File: src/point_in_polygon_ray_cast_top_defines.svh
// Assertion macros for the point-in-polygon block
`ifndef POINT_IN_POLYGON_RAY_CAST_TOP_DEFINES_SVH
`define POINT_IN_POLYGON_RAY_CAST_TOP_DEFINES_SVH

`ifndef SYNTHESIS
// Consequent must hold in the same cycle as the antecedent
`define PIPR_ASSERT_NOW(lbl, clk, rst, ante, cons) \
   lbl: assert property (@(posedge clk) disable iff (rst) (ante) |-> (cons)) \
      else $error("pipr: same-cycle check failed");
// Consequent must hold in the cycle after the antecedent
`define PIPR_ASSERT_NEXT(lbl, clk, rst, ante, cons) \
   lbl: assert property (@(posedge clk) disable iff (rst) (ante) |=> (cons)) \
      else $error("pipr: next-cycle check failed");
`else
`define PIPR_ASSERT_NOW(lbl, clk, rst, ante, cons)
`define PIPR_ASSERT_NEXT(lbl, clk, rst, ante, cons)
`endif

`endif

File: src/pipr_pkg.sv
package pipr_pkg;

   // Result codes
   typedef logic [1:0] verdict_type;
   localparam verdict_type VERDICT_OUTSIDE  = 2'd0;
   localparam verdict_type VERDICT_INSIDE   = 2'd1;
   localparam verdict_type VERDICT_BOUNDARY = 2'd2;
   localparam verdict_type VERDICT_SHORT    = 2'd3;

   // Vertex count, saturating at three
   typedef logic [1:0] count_type;
   localparam count_type COUNT_EMPTY = 2'd0;
   localparam count_type COUNT_ONE   = 2'd1;
   localparam count_type COUNT_FULL  = 2'd3;

   // Slots of the four products formed for one edge
   typedef logic [1:0] prod_sel_type;
   localparam prod_sel_type PROD_CROSS_A = 2'd0;
   localparam prod_sel_type PROD_CROSS_B = 2'd1;
   localparam prod_sel_type PROD_RAY_A   = 2'd2;
   localparam prod_sel_type PROD_RAY_B   = 2'd3;

   // Per-edge flags that travel alongside the products
   typedef struct packed {
      logic active;    // edge is tested on this request
      logic in_box;    // query point inside the edge bounding box
      logic straddle;  // edge spans the ray's y level
      logic rise;      // start point y above end point y
   } edge_flags_type;

   // Per-edge outcome
   typedef struct packed {
      logic on_edge;
      logic toggle;
   } edge_result_type;

endpackage

File: src/pipr_edge_eval.sv
// Compare registered products: on-edge test first, then ray crossing
module pipr_edge_eval #(
   parameter int COORD_BITS = 24
) (
   input  pipr_pkg::edge_flags_type       flags,
   input  logic signed [2*COORD_BITS+1:0] prod [4],
   output pipr_pkg::edge_result_type      result
);
   import pipr_pkg::*;

   logic collinear;
   logic ray_hit;

   always_comb begin
      collinear = prod[PROD_CROSS_A] == prod[PROD_CROSS_B];
      // Sign of the edge height picks the direction of the comparison
      ray_hit   = flags.rise ? (prod[PROD_RAY_A] < prod[PROD_RAY_B])
                             : (prod[PROD_RAY_A] > prod[PROD_RAY_B]);
      result.on_edge = flags.active && flags.in_box && collinear;
      result.toggle  = flags.active && !result.on_edge && flags.straddle && ray_hit;
   end

endmodule

File: config.mk
export PLATFORM = sky130hd
export DESIGN_NAME = pipr_edge_eval
export DESIGN_NICKNAME = d
export VERILOG_FILES = /design/src/point_in_polygon_ray_cast_top_defines.svh /design/src/pipr_pkg.sv /design/src/pipr_edge_eval.sv
export SDC_FILE = /design/constraint.sdc
export NUM_CORES = 1
export LEC_CHECK = 0
export BUFFER_PORTS_ARGS = -buffer_cell sky130_fd_sc_hd__buf_2
export CAP_MARGIN = 20
export CORE_MARGIN = 8
export CORE_UTILIZATION = 36
export DETAILED_ROUTE_END_ITERATION = 16
export PLACE_DENSITY_LB_ADDON = 0.12
export SYNTH_ARGS = -nofsm -noshare
export SYNTH_HDL_FRONTEND = slang
export SYNTH_SLANG_ARGS = --single-unit
export TNS_END_PERCENT = 20
File: constraint.sdc
create_clock -name vclk -period 2.45
set_input_delay 0.1225 -clock vclk [all_inputs]
set_output_delay 0.1225 -clock vclk [all_outputs]
set_load 0.03 [all_outputs]
# After elaboration in Yosys (flattened, before gate mapping)
# Index checks and enable logic that the tools add are counted.
# W data, S select, Z words.
dict set report word_totals {
  register_bits 0
  in_bits 204
  out_inout_bits 2
  word_cells 10
}
dict set report classes {
  order_cmp 2
  n_eq_ne 1
  mux 1
  reduce_logical 6
}
# op count
set ops {}
lappend ops {{$eq A50 B50 Y1} 1}
lappend ops {{$gt A50 B50 Y1} 1}
lappend ops {{$lt A50 B50 Y1} 1}
lappend ops {{$logic_and A1 B1 Y1} 5}
lappend ops {{$logic_not A1 Y1} 1}
lappend ops {{$mux W1} 1}

# Logic depth before layout (Yosys ltp)
# Gate-level depths: netlist (run 1).
dict set report logic_depth {
  depth_word 6
  mapped_depth 9
  ltp_nobuf 9
}

# Least setup slack after synthesis (run 1)
# No wires, ideal clock.
dict set report synth_path {
  path_kind {input port to output port}
  startpoint {input port prod[28] (netlist name)}
  endpoint {output port result[0] (netlist name)}
  arrival_time_ns 2.177
  t_required_ns 2.328
  slack_ns 0.150
  cell_stages 9
  path_buffers 0
  cell_sequence {inv_1 -> ha_1 -> and4_4 -> nor4b_4 -> a221oi_2 -> o21ai_1 -> a2111oi_4 -> a21oi_2 -> nor4_2}
}
# element line
set synth_lines {}
lappend synth_lines {{start, declared} pipr_edge_eval.sv:6} ;# input logic signed [2*COORD_BITS+1:0] prod [4],
lappend synth_lines {{end, declared} pipr_edge_eval.sv:7} ;# output pipr_pkg::edge_result_type result

==> impl.org, run 1 <==
** Power and ir drop
- Power density over the cells :: 145 nW/um^2
- IR analysis of the VDD net gives a maximum drop of 0.0000898 V.
- Leakage component of the power :: 1.80 nW

** Floorplan
- Row cnt :: 26
- Core Box Area :: 5070 sq um
- The initial utilization of the core area, before any placement, comes to 36.9%.
- From bottom edge to top edge, the die measures 88.2 um.
- Die X :: 88.2 um
- The die covers 7770 sq um.
- Pin placement for this block handled 206 I/O pins.

** Placement
- Placer Congestion :: 0.757
- Pre-CTS setup slack :: 0.148 ns
- Buffers placed on the I/O ports in this run total 206.
- Detailed placement finished with a half-perimeter wire length of 6840 um.
- The placed instances occupy a cell area of 2990 sq um.

** Yosys
- Area fraction in and, or, nand and nor cells after synthesis :: 20.0%
- Sequential fraction of the synthesis area :: 0%
- By area, the combinational part of the netlist is dominated by adder cells.
- After Yosys synthesis, full adders, half adders and majority gates account for 33.4% of the synthesized area.
- Post-Syn Instances :: 248
- Area fraction in compound gates after synthesis :: 12.8%
- YS warnings :: 0
- After Yosys synthesis, XOR and XNOR cells account for 23.8% of the synthesized area.
- Summing every instance area after synthesis gives 1870 sq um.
- Count of different cell masters after synthesis :: 30
- In the synthesized netlist, mux cells make up 0% of the area.
- A synthesized cell averages 7.56 sq um.
- Synthesis produced a netlist with a net count of 502.

** Timing
- Pins Over Slew Limit :: 0
- In this run the tightest slew margin relative to its limit is 69.1%.
- Post-route worst hold slack :: 0.670 ns
- RSZ-0062 raised after global routing :: no
- After layout, the worst path uses 93.0% of the clock period.
- Final TNS setup :: 0 ns
- Final critical-path setup slack :: 0.172 ns
- The number of failing hold endpoints at the final stage was 0.
- At the pin with the least slew margin, the transition time is 0.460 ns.
- Total setup violations reported at the end of the flow :: 0
- Highest achievable clock rate :: 439 MHz
- Time the final worst path needs with I/O delays and setup :: 2.28 ns

** Route
- For this run, the detailed router's first-pass iteration total came to 4.
- For this run, design rule violations remaining after detail routing come to 0.
- Summed over all layers, the routed wires come to 6970 um.
- After the first detailed-routing iteration, the DRC count stood at 15.
- Dividing the detail-routed wire length by the instance count gives 13.3 um.
- In the routed layout, each cell is associated on average with a via count of 4.59.
- Total via count in the routed design :: 2407
- Number of nets with antenna violations after detailed routing :: 0

** Finish
- Total of clock buffers placed in the layout :: 0
- There are 0 flip-flops and latches.
- Net count reported at finish :: 710
- # diodes :: 0
- With fillers left out, the area of the finished cells amounts to 2990 sq um.
- From synthesis to final layout, the design area changed by 59.7%.
- The sequential cells in the finished layout cover a total of 0 sq um.
- Cells fill 59.0% of the core in the end.
- In the final layout, the share of cells above drive strength 1 is 47.1%.

** Critical path
- Among the stages of the critical path, the cell type that occurs most often is buf_2.
- The largest single stage delay on the critical path is 0.39 ns.
- STA classifies the critical path endpoint as a primary output.
- Along the worst path, the maximum fanout reaches 3.
- Data arrives at the worst endpoint at 2.16 ns.
- Required @ worst endpoint :: 2.33 ns
- CP Class :: in -> out
- STA classifies the critical path startpoint as a primary input.
- The critical path contains buffers and inverters numbering 3 combined.
- Cell at the slowest stage of the critical path :: a2111oi_4
- Among cell families on the critical path, the largest total delay comes from compound AO/OA/AOI/OAI gates.
- Cells traversed along the worst timing path :: buf_2 > inv_1 > ha_1 > and4_4 > nor4b_4 > a221oi_2 > o21ai_1 > a2111oi_4 > a21oi_2 > nor4_2 > buf_2

** GRT
- Maximum number of pins on one net before global-route repair :: 4
- Global Route met2 Usage :: 34.1%
- Wire length of the first global-routing pass :: 10500 um
- Overflow left after global routing :: 0
- After global routing, the most crowded layer is met2.
- In the global route stage, met1 resource usage came out at 15.0%.
- For met3 alone, demand over resource in global routing was 5.72%.
- Antenna violations before repair :: 0
- Global routing consumed, over all layers together, 16.3% of the routing resources.
- Vias in the first global route :: 2487

** CTS
- Number of hold buffers added after cts :: 0
- Once the clock tree was built, the resizer swapped 0 gates to a different size.
- Setup bufs post-CTS :: 0

** Job
- The tool flagged a number of max-cap violations equal to 0.

** Run status
- The flow ran to the end, and the final reports show no timing, DRC or antenna violations.

** Hold path
- The tightest min-delay check is of the in -> out type.
-- metal layers --
layer	vias to the layer above	part of all wire [%]
met2	109	54
li1	1280	-
met1	1014	33
met5	-	0
met3	4	12
met4	0	0.66
-- synthesized netlist by cell type (all sizes together), types with 3 or more instances --
| cell type | instances | area [sq um] |
|---|---|---|
| nor3 | 4 | 25.0 |
| a21oi | 18 | 93.8 |
| nor2 | 4 | 15.0 |
| xnor2 | 21 | 184 |
| nand3 | 6 | 30.0 |
| a221oi | 4 | 41.3 |
| ha | 50 | 626 |
| and4 | 5 | 46.3 |
| inv | 50 | 188 |
| nor2b | 3 | 18.8 |
| o21ai | 9 | 45.0 |
| nand2 | 13 | 48.8 |
| nor4 | 9 | 62.6 |
| nand4 | 13 | 81.3 |
| xor2 | 30 | 263 |
-- cells in the final DEF (no fill, tap or decap), drive strengths merged --
cell type    n
a211oi       1
nor2b        3
nand2       13
nand4       13
a2111oi      1
or3          1
nor4         9
nand4b       1
a41o         1
xnor2       21
and4         5
o211ai       1
inv         50
ha          50
and3         1
nor3         4
a221oi       4
a21o         1
buf        206
nand3        6
a21oi       18
nor2         4
xor2        30
nor4b        1
o21ai        9
-- through the flow --
stage	std cells	power, W
3_3_place_gp	524	0.000428
6_report	524	0.000435
2_1_floorplan	248	0.000224
4_1_cts	524	0.000442
3_5_place_dp	524	0.000440
5_1_grt	524	0.000498
-- final timing paths --
path,from,end,depth (start not counted)
worst min-delay path,flags[1],result[0],4
worst max-delay path,prod[28],result[0],11
-- final cells by class --
| type | instances | area (sq um) |
|---|---|---|
| fillers | 489 | 2080 |
| multi-input cells | 198 | 1690 |
| repair buffers | 206 | 1030 |
| inverters | 50 | 188 |
| well taps | 70 | 87.6 |
-- logic make-up (layout without fill, tap and decap cells) --
group,after synthesis,after routing
AO/OA/AOI/OAI,36,36
XOR/XNOR,51,51
adder cells (fa/ha/maj),50,50
buffers and inverters,50,256
AND/OR/NAND/NOR,61,61
-- power breakdown --
part | internal, W | total [W] | leakage (nW) | switching [W]
Clock | 0 | 0 | 0 | 0
Sequential | 0 | 0 | 0 | 0
Combinational | 0.000247 | 0.000435 | 1.80 | 0.000187
Note: power is estimated with default switching activity, not from simulation.
==> inputs of run 2 (changes only) <==
clock period = 2.2 ns   (was 2.45 ns; I/O delays follow)
==> run 2 against run 1 <==
Against the previous run:
- first-iteration DRC count is 13% higher
- power increased by 23%
- hold slack lost 0.021 ns
- critical path type unchanged
- largest cell class unchanged
==> impl.org, run 2 (synthesis gave the netlist of run 1 again) <==
** Placement
- Detailed placer's ending HPWL :: 7050 um
- Placer Congestion :: 0.803
- Port Buffer Count :: 206

** Timing
- The max-slew violation count came to 0.
- Post-route worst hold slack :: 0.649 ns
- Final count of hold timing violations :: 0
- Least-Margin Pin Slew :: 0.445 ns
- Total setup violations reported at the end of the flow :: 0
- Highest achievable clock rate :: 466 MHz
- Time the final worst path needs with I/O delays and setup :: 2.14 ns
- Measured against its own limit, the worst slew margin works out to 70.1%.
- Final Cycle Share :: 97.5%

** Route
- Post-route DRC :: 0
- Dividing the detail-routed wire length by the instance count gives 14.0 um.
- The final layout contains routed wiring with a total length of 7380 um.
- The detailed router placed 2428 vias in this run.
- Number of nets with antenna violations after detailed routing :: 0
- Number of optimization iterations in the first detailed-route pass :: 4
- Post-detailed-route via-to-cell ratio :: 4.60
- For this block, the initial DRC count from the detailed router was 17.

** Floorplan
- Die X :: 88.2 um
- Die footprint :: 7770 sq um
- The core region is 5070 sq um.
- Row cnt :: 26
- Die height :: 88.2 um
- Starting utilization of the core area :: 36.9%
- 206 I/O pins were placed.

** Hold path
- Tightest Hold Check Type :: in -> out
- Counting instances, the worst hold path has a depth of 4.
- Launch instance of the worst min-delay path :: flags[1]
- The worst hold path terminates at result[0].

** Run status
- Outcome :: finished clean

** Critical path
- In this run the worst path has a maximum fanout of 2.
- CP Class :: in -> out
- Among all stages on the critical path, the largest delay is contributed by a2111oi_4.
- Required @ worst endpoint :: 2.09 ns
- Max stage delay on crit path :: 0.40 ns
- The worst setup path is launched from a primary input.
- Cells traversed along the worst timing path :: buf_2 > inv_2 > ha_4 > and4_4 > nor4b_4 > a221oi_2 > o21ai_2 > a2111oi_4 > and3_4 > nor4_4 > buf_6
- STA classifies the critical path endpoint as a primary output.
- In this run the worst setup path begins at prod[29].
- Data arrives at the worst endpoint at 2.03 ns.

** GRT
- The number of global-route vias before repair came to 2575.
- Maximum number of pins on one net before global-route repair :: 4
- The initial antenna violation count came to 0.
- Total track usage :: 17.0%
- The first global-routing pass estimated 10900 um of wire.
- Global routing finished with a remaining overflow of 0.

** Power and ir drop
- In this run the power density over the cells is 168 nW/um^2.
- Worst ir drop on vdd :: 0.0000879 V
- The completed layout was analyzed and its total power is 0.000533 W.
- Leakage component of the power :: 1.84 nW

** Finish
- Compared with the post-synthesis result, the final layout area differs by 69.6%.
- Area of all sequential standard cells :: 0 sq um
- 0 antenna diodes ended up in the layout.
- Net count reported at finish :: 714
- Total of clock buffers placed in the layout :: 0
- Commonest non-fill, non-tap cells in the layout :: buf_2 (205), inv_1 (46), ha_1 (43), xor2_1 (30), xnor2_1 (21)
- Most common library cell in the layout ignoring fill and taps :: buf_2
- Ratio of cells with drive above 1 in the final layout :: 52.0%
- Cells fill 62.6% of the core in the end.
- Number of fillers in the final layout :: 492
- There are 0 flip-flops and latches.

** Job
- Total of max-cap violations :: 0
==> run 2: cell count changes in the layout (fill, tap and decap cells not counted), moves of 3 or more <==
cell,previous run,this run
inv_2,0,4
buf_4,0,4
ha_1,50,43
o21ai_0,8,5
inv_1,50,46
ha_4,0,7
==> run 2: cell type report <==
class / instances / area (sq um) / share of cell area, %
multi-input combinational: 198 / 1840 / 57.8
timing repair buffer: 210 / 1070 / 33.6
inverter: 50 / 188 / 5.91
tap: 70 / 87.6 / 2.76
==> run 2: routing by layer <==
metal | share of wire [%] | vias to the layer above | GRT usage [%]
met5 | 0 | - | 0
met4 | 0.72 | 0 | 1.38
li1 | - | 1293 | -
met2 | 53 | 105 | 33.0
met3 | 9.8 | 4 | 5.44
met1 | 36 | 1026 | 17.9
==> run 2: worst max path at each step <==
stage / slack (ns) / depth (start not counted) / end
3_5_place_dp: -0.08 / 11 / result[0]
3_3_place_gp: 0.01 / 11 / result[0]
2_1_floorplan: 0.17 / 9 / result[0]
4_1_cts: 0.002 / 11 / result[0]
6_report: 0.06 / 11 / result[0]
5_1_grt: -0.06 / 11 / result[0]
==> run 2: stage by stage <==
step | worst slack, ns | instance area (sq um) | setup TNS [ns] | instances
6_report | 0.0550 | 3180 | 0 | 528
5_1_grt | -0.0586 | 3180 | -0.0586 | 528
4_1_cts | 0.00201 | 3040 | 0 | 527
3_5_place_dp | -0.0765 | 3030 | -0.0765 | 527
3_3_place_gp | 0.0104 | 3030 | 0 | 527
2_1_floorplan | 0.166 | 1890 | 0 | 248
==> run 2: what timing repair did <==
action                     4_1_cts  5_1_grt
pin swaps                        1       11
gates resized for setup          2       25
hold buffers                     0        0
setup buffers                    0        1
setup endpoints to repair        1        1
==> run 2: power by group <==
part	internal [W]	leakage [nW]	switching, W	total [W]
logic	0.000301	1.84	0.000232	0.000533
clock network	0	0	0	0
registers	0	0	0	0
total	0.000301	1.84	0.000232	0.000533
==> run 2: worst max-delay path, delay by kind of cell <==
| kind | cells | cell delay, ns |
|---|---|---|
| buffers and inverters | 3 | 0.32 |
| adder cells (fa/ha/maj) | 1 | 0.20 |
| AO/OA/AOI/OAI | 3 | 0.77 |
| AND/OR/NAND/NOR | 4 | 0.63 |
==> inputs of run 3 (changes only) <==
ABC_AREA = 1   (was unset)
CORE_UTILIZATION = 39   (was 36)
==> run 3 against run 2 <==
Against the previous run:
- sequential share of layout area unchanged
- design area increased by 3.8%
- flip-flop and latch count unchanged
- power decreased by 2.2%
- global-route usage increased by 0.84 points
- worst setup slack improved by 0.30 ns
- die area increased by 5.9%
- first-iteration DRC count increased by 94%
==> impl.org, run 3 <==
** GRT
- Maximum number of pins on one net before global-route repair :: 5
- Vias in the first global route :: 3099
- The initial antenna violation count came to 0.
- Wire length of the first global-routing pass :: 12800 um
- Global routing used 17.9% of the available tracks.
- Summed over all layers, the global routing overflow is 0.

** Power and ir drop
- Combinational power share :: 100.0%
- Across the VDD grid, the largest voltage drop is 0.0000788 V.
- Total internal power :: 0.000274 W
- Of the total power, registers draw 0%.
- Fraction of power spent switching nets :: 47.4%
- The analysis attributes to net switching a power of 0.000247 W.
- Part of the power in the clock network :: 0%
- In this run the power density over the cells is 158 nW/um^2.
- For this design the static power due to leakage is 2.29 nW.

** Floorplan
- The initialized floorplan defines 27 standard-cell rows.
- Core Box Area :: 5440 sq um
- The die is 90.7 um tall.
- During I/O placement, the number of pins put on the boundary was 206.
- Die footprint :: 8230 sq um
- Starting utilization of the core area :: 40.1%
- From left edge to right edge, the die measures 90.7 um.

** Route
- After detailed routing, the number of vias per cell comes to 4.42.
- After detailed routing, the number of remaining DRC violations is 0.
- The first TritonRoute pass finished after 4 iterations.
- The routed layout has 2989 vias.
- Final wirelength :: 7880 um
- After detailed routing, the average wire length per cell comes to 11.7 um.
- Once detail routing completed, the nets flagged for antenna violations numbered 0.
- Initial DRC Count :: 33

** CTS
- In this run, post-CTS repair resized a total of 0 instances.
- Number of hold buffers added after cts :: 0
- Setup bufs post-CTS :: 0

** Timing
- RSZ-0062 raised after global routing :: no
- Final count of hold timing violations :: 0
- Subtracting the final worst setup slack from the clock period gives 1.84 ns.
- Timing would allow up to 542 MHz.
- Pins Over Slew Limit :: 0
- After layout, the worst path uses 83.8% of the clock period.
- Final TNS setup :: 0 ns
- Setup violations remaining at the end of the flow were counted as 0.
- Least-Margin Pin Slew :: 0.295 ns
- Measured against its own limit, the worst slew margin works out to 80.1%.
- Post-route worst hold slack :: 0.640 ns

** Critical path
- The largest single stage delay on the critical path is 0.28 ns.
- The worst setup path is of the in -> out kind.
- Cell at the slowest stage of the critical path :: ha_1
- Most frequent CP cell :: nand2_1
- Startpoint class of the critical path :: primary input
- Crit-path leading delay family :: simple AND/OR/NAND/NOR gates
- Required @ worst endpoint :: 2.09 ns
- Of all nets on the critical path, the largest fanout is 2.
- Buf/Inv on CP :: 4
- CP arrival :: 1.73 ns
- Walking the worst path, the cells encountered are buf_2 > inv_1 > ha_1 > nand2_1 > nor2_2 > nand2_1 > nor2_2 > o21ai_0 > nand3_1 > nand2_1 > nand3_1 > nand3_1 > nand2_1 > inv_1 > nor2_1 > buf_2.
- The critical path starts at prod[17].
- Capturing element type of the critical path :: primary output

** Finish
- In the final design database the tool counted 860 nets.
- Fill cells in the final layout number 591.
- With fillers left out, the area of the finished cells amounts to 3300 sq um.
- # diodes :: 0
- Ratio of cells with drive above 1 in the final layout :: 35.8%
- The library cells used most frequently in the layout, excluding fill and tap cells, are buf_2 (206), inv_1 (111), nand2_1 (105), ha_1 (50), nor2_1 (32).
- Area of all sequential standard cells :: 0 sq um
- Num sequential :: 0
- Total of clock buffers placed in the layout :: 0
- Relative to the synthesized area, the layout overhead comes to 51.5%.
- The library cell used most frequently in the layout, excluding fill and tap cells, is buf_2.

** Placement
- Port Buffer Count :: 206
- Placer Congestion :: 0.891
- Detailed placer's ending HPWL :: 7550 um
- Post-place instance area :: 3300 sq um

** Yosys
- Synthesis produced 398 cells.
- The top cell type by area accounts for 28.7% of the synthesized area.
- Post-synth top cells :: inv_1 (111), nand2_1 (105), ha_1 (50)
- Summing the sequential cell areas from Yosys gives 0% of the chip area.
- Most common cell in the synthesized netlist :: inv_1
- The synthesized netlist contains 21 unique library cells.
- Netlist area before placement :: 2180 sq um
- Sorting the synthesized cells by area gives the leading types as ha_1 (29%), inv_1 (19%), nand2_1 (18%), nor2_1 (5.5%), a21oi_1 (4.4%).
- Averaged over all synthesized cells, the footprint is 5.47 sq um.
- Net count after synthesis :: 652
- Biggest area consumer among synthesized cells :: ha_1
- During synthesis, Yosys emitted a total of 0 warnings.

** Run status
- The run finished with clean final reports.

** Hold path
- The path class of the tightest hold or removal check is in -> out.
- Launch instance of the worst min-delay path :: flags[0]

** Job
- Total of max-cap violations :: 0
[run 3: kinds of logic (layout without fill, tap and decap cells)]
group | after synthesis | after routing | synth area share [%]
compound gates | 46 | 46 | 11.9
simple gates | 173 | 173 | 33.2
fa+ha+maj | 50 | 50 | 28.7
xor+xnor | 17 | 17 | 6.84
buf+inv | 112 | 318 | 19.3
[run 3: through the flow]
stage               instances  power (W)  util (%)  setup slack, ns
global placement          676   0.000510      60.7            0.352
detailed placement        676   0.000524      60.7            0.341
CTS                       676   0.000528      60.7            0.338
finish                    676   0.000521      60.7            0.356
floorplan                 398   0.000277         -            0.459
global route              676   0.000606      60.7           0.0688
[run 3: power by group through the flow]
stage	combinational, W	sequential (W)	clock (W)
detailed placement	0.000524	0	0
floorplan	0.000277	0	0
global placement	0.000510	0	0
global route	0.000606	0	0
CTS	0.000528	0	0
finish	0.000521	0	0
[run 3: path summary, 6_finish.rpt]
kind,endpoint,slack (ns),depth (start not counted)
setup / recovery,result[0],0.36,16
hold / removal,result[0],0.64,5
[run 3: cell type report]
cell class                 instances  area [sq um]  area share, %
inverter                         112           420           12.7
tap                               72          90.1           2.73
multi-input combinational        286          1760           53.3
timing repair buffer             206          1030           31.2
[run 3: layer usage]
metal | track usage (%) | wire (um) | up-vias | share of wire, %
met5 | 0 | 0 | - | 0
met4 | 0.555 | 24 | 0 | 0.30
met3 | 3.33 | 675 | 2 | 8.6
met2 | 35.2 | 4010 | 116 | 51
met1 | 19.9 | 3160 | 1231 | 40
li1 | - | - | 1640 | -
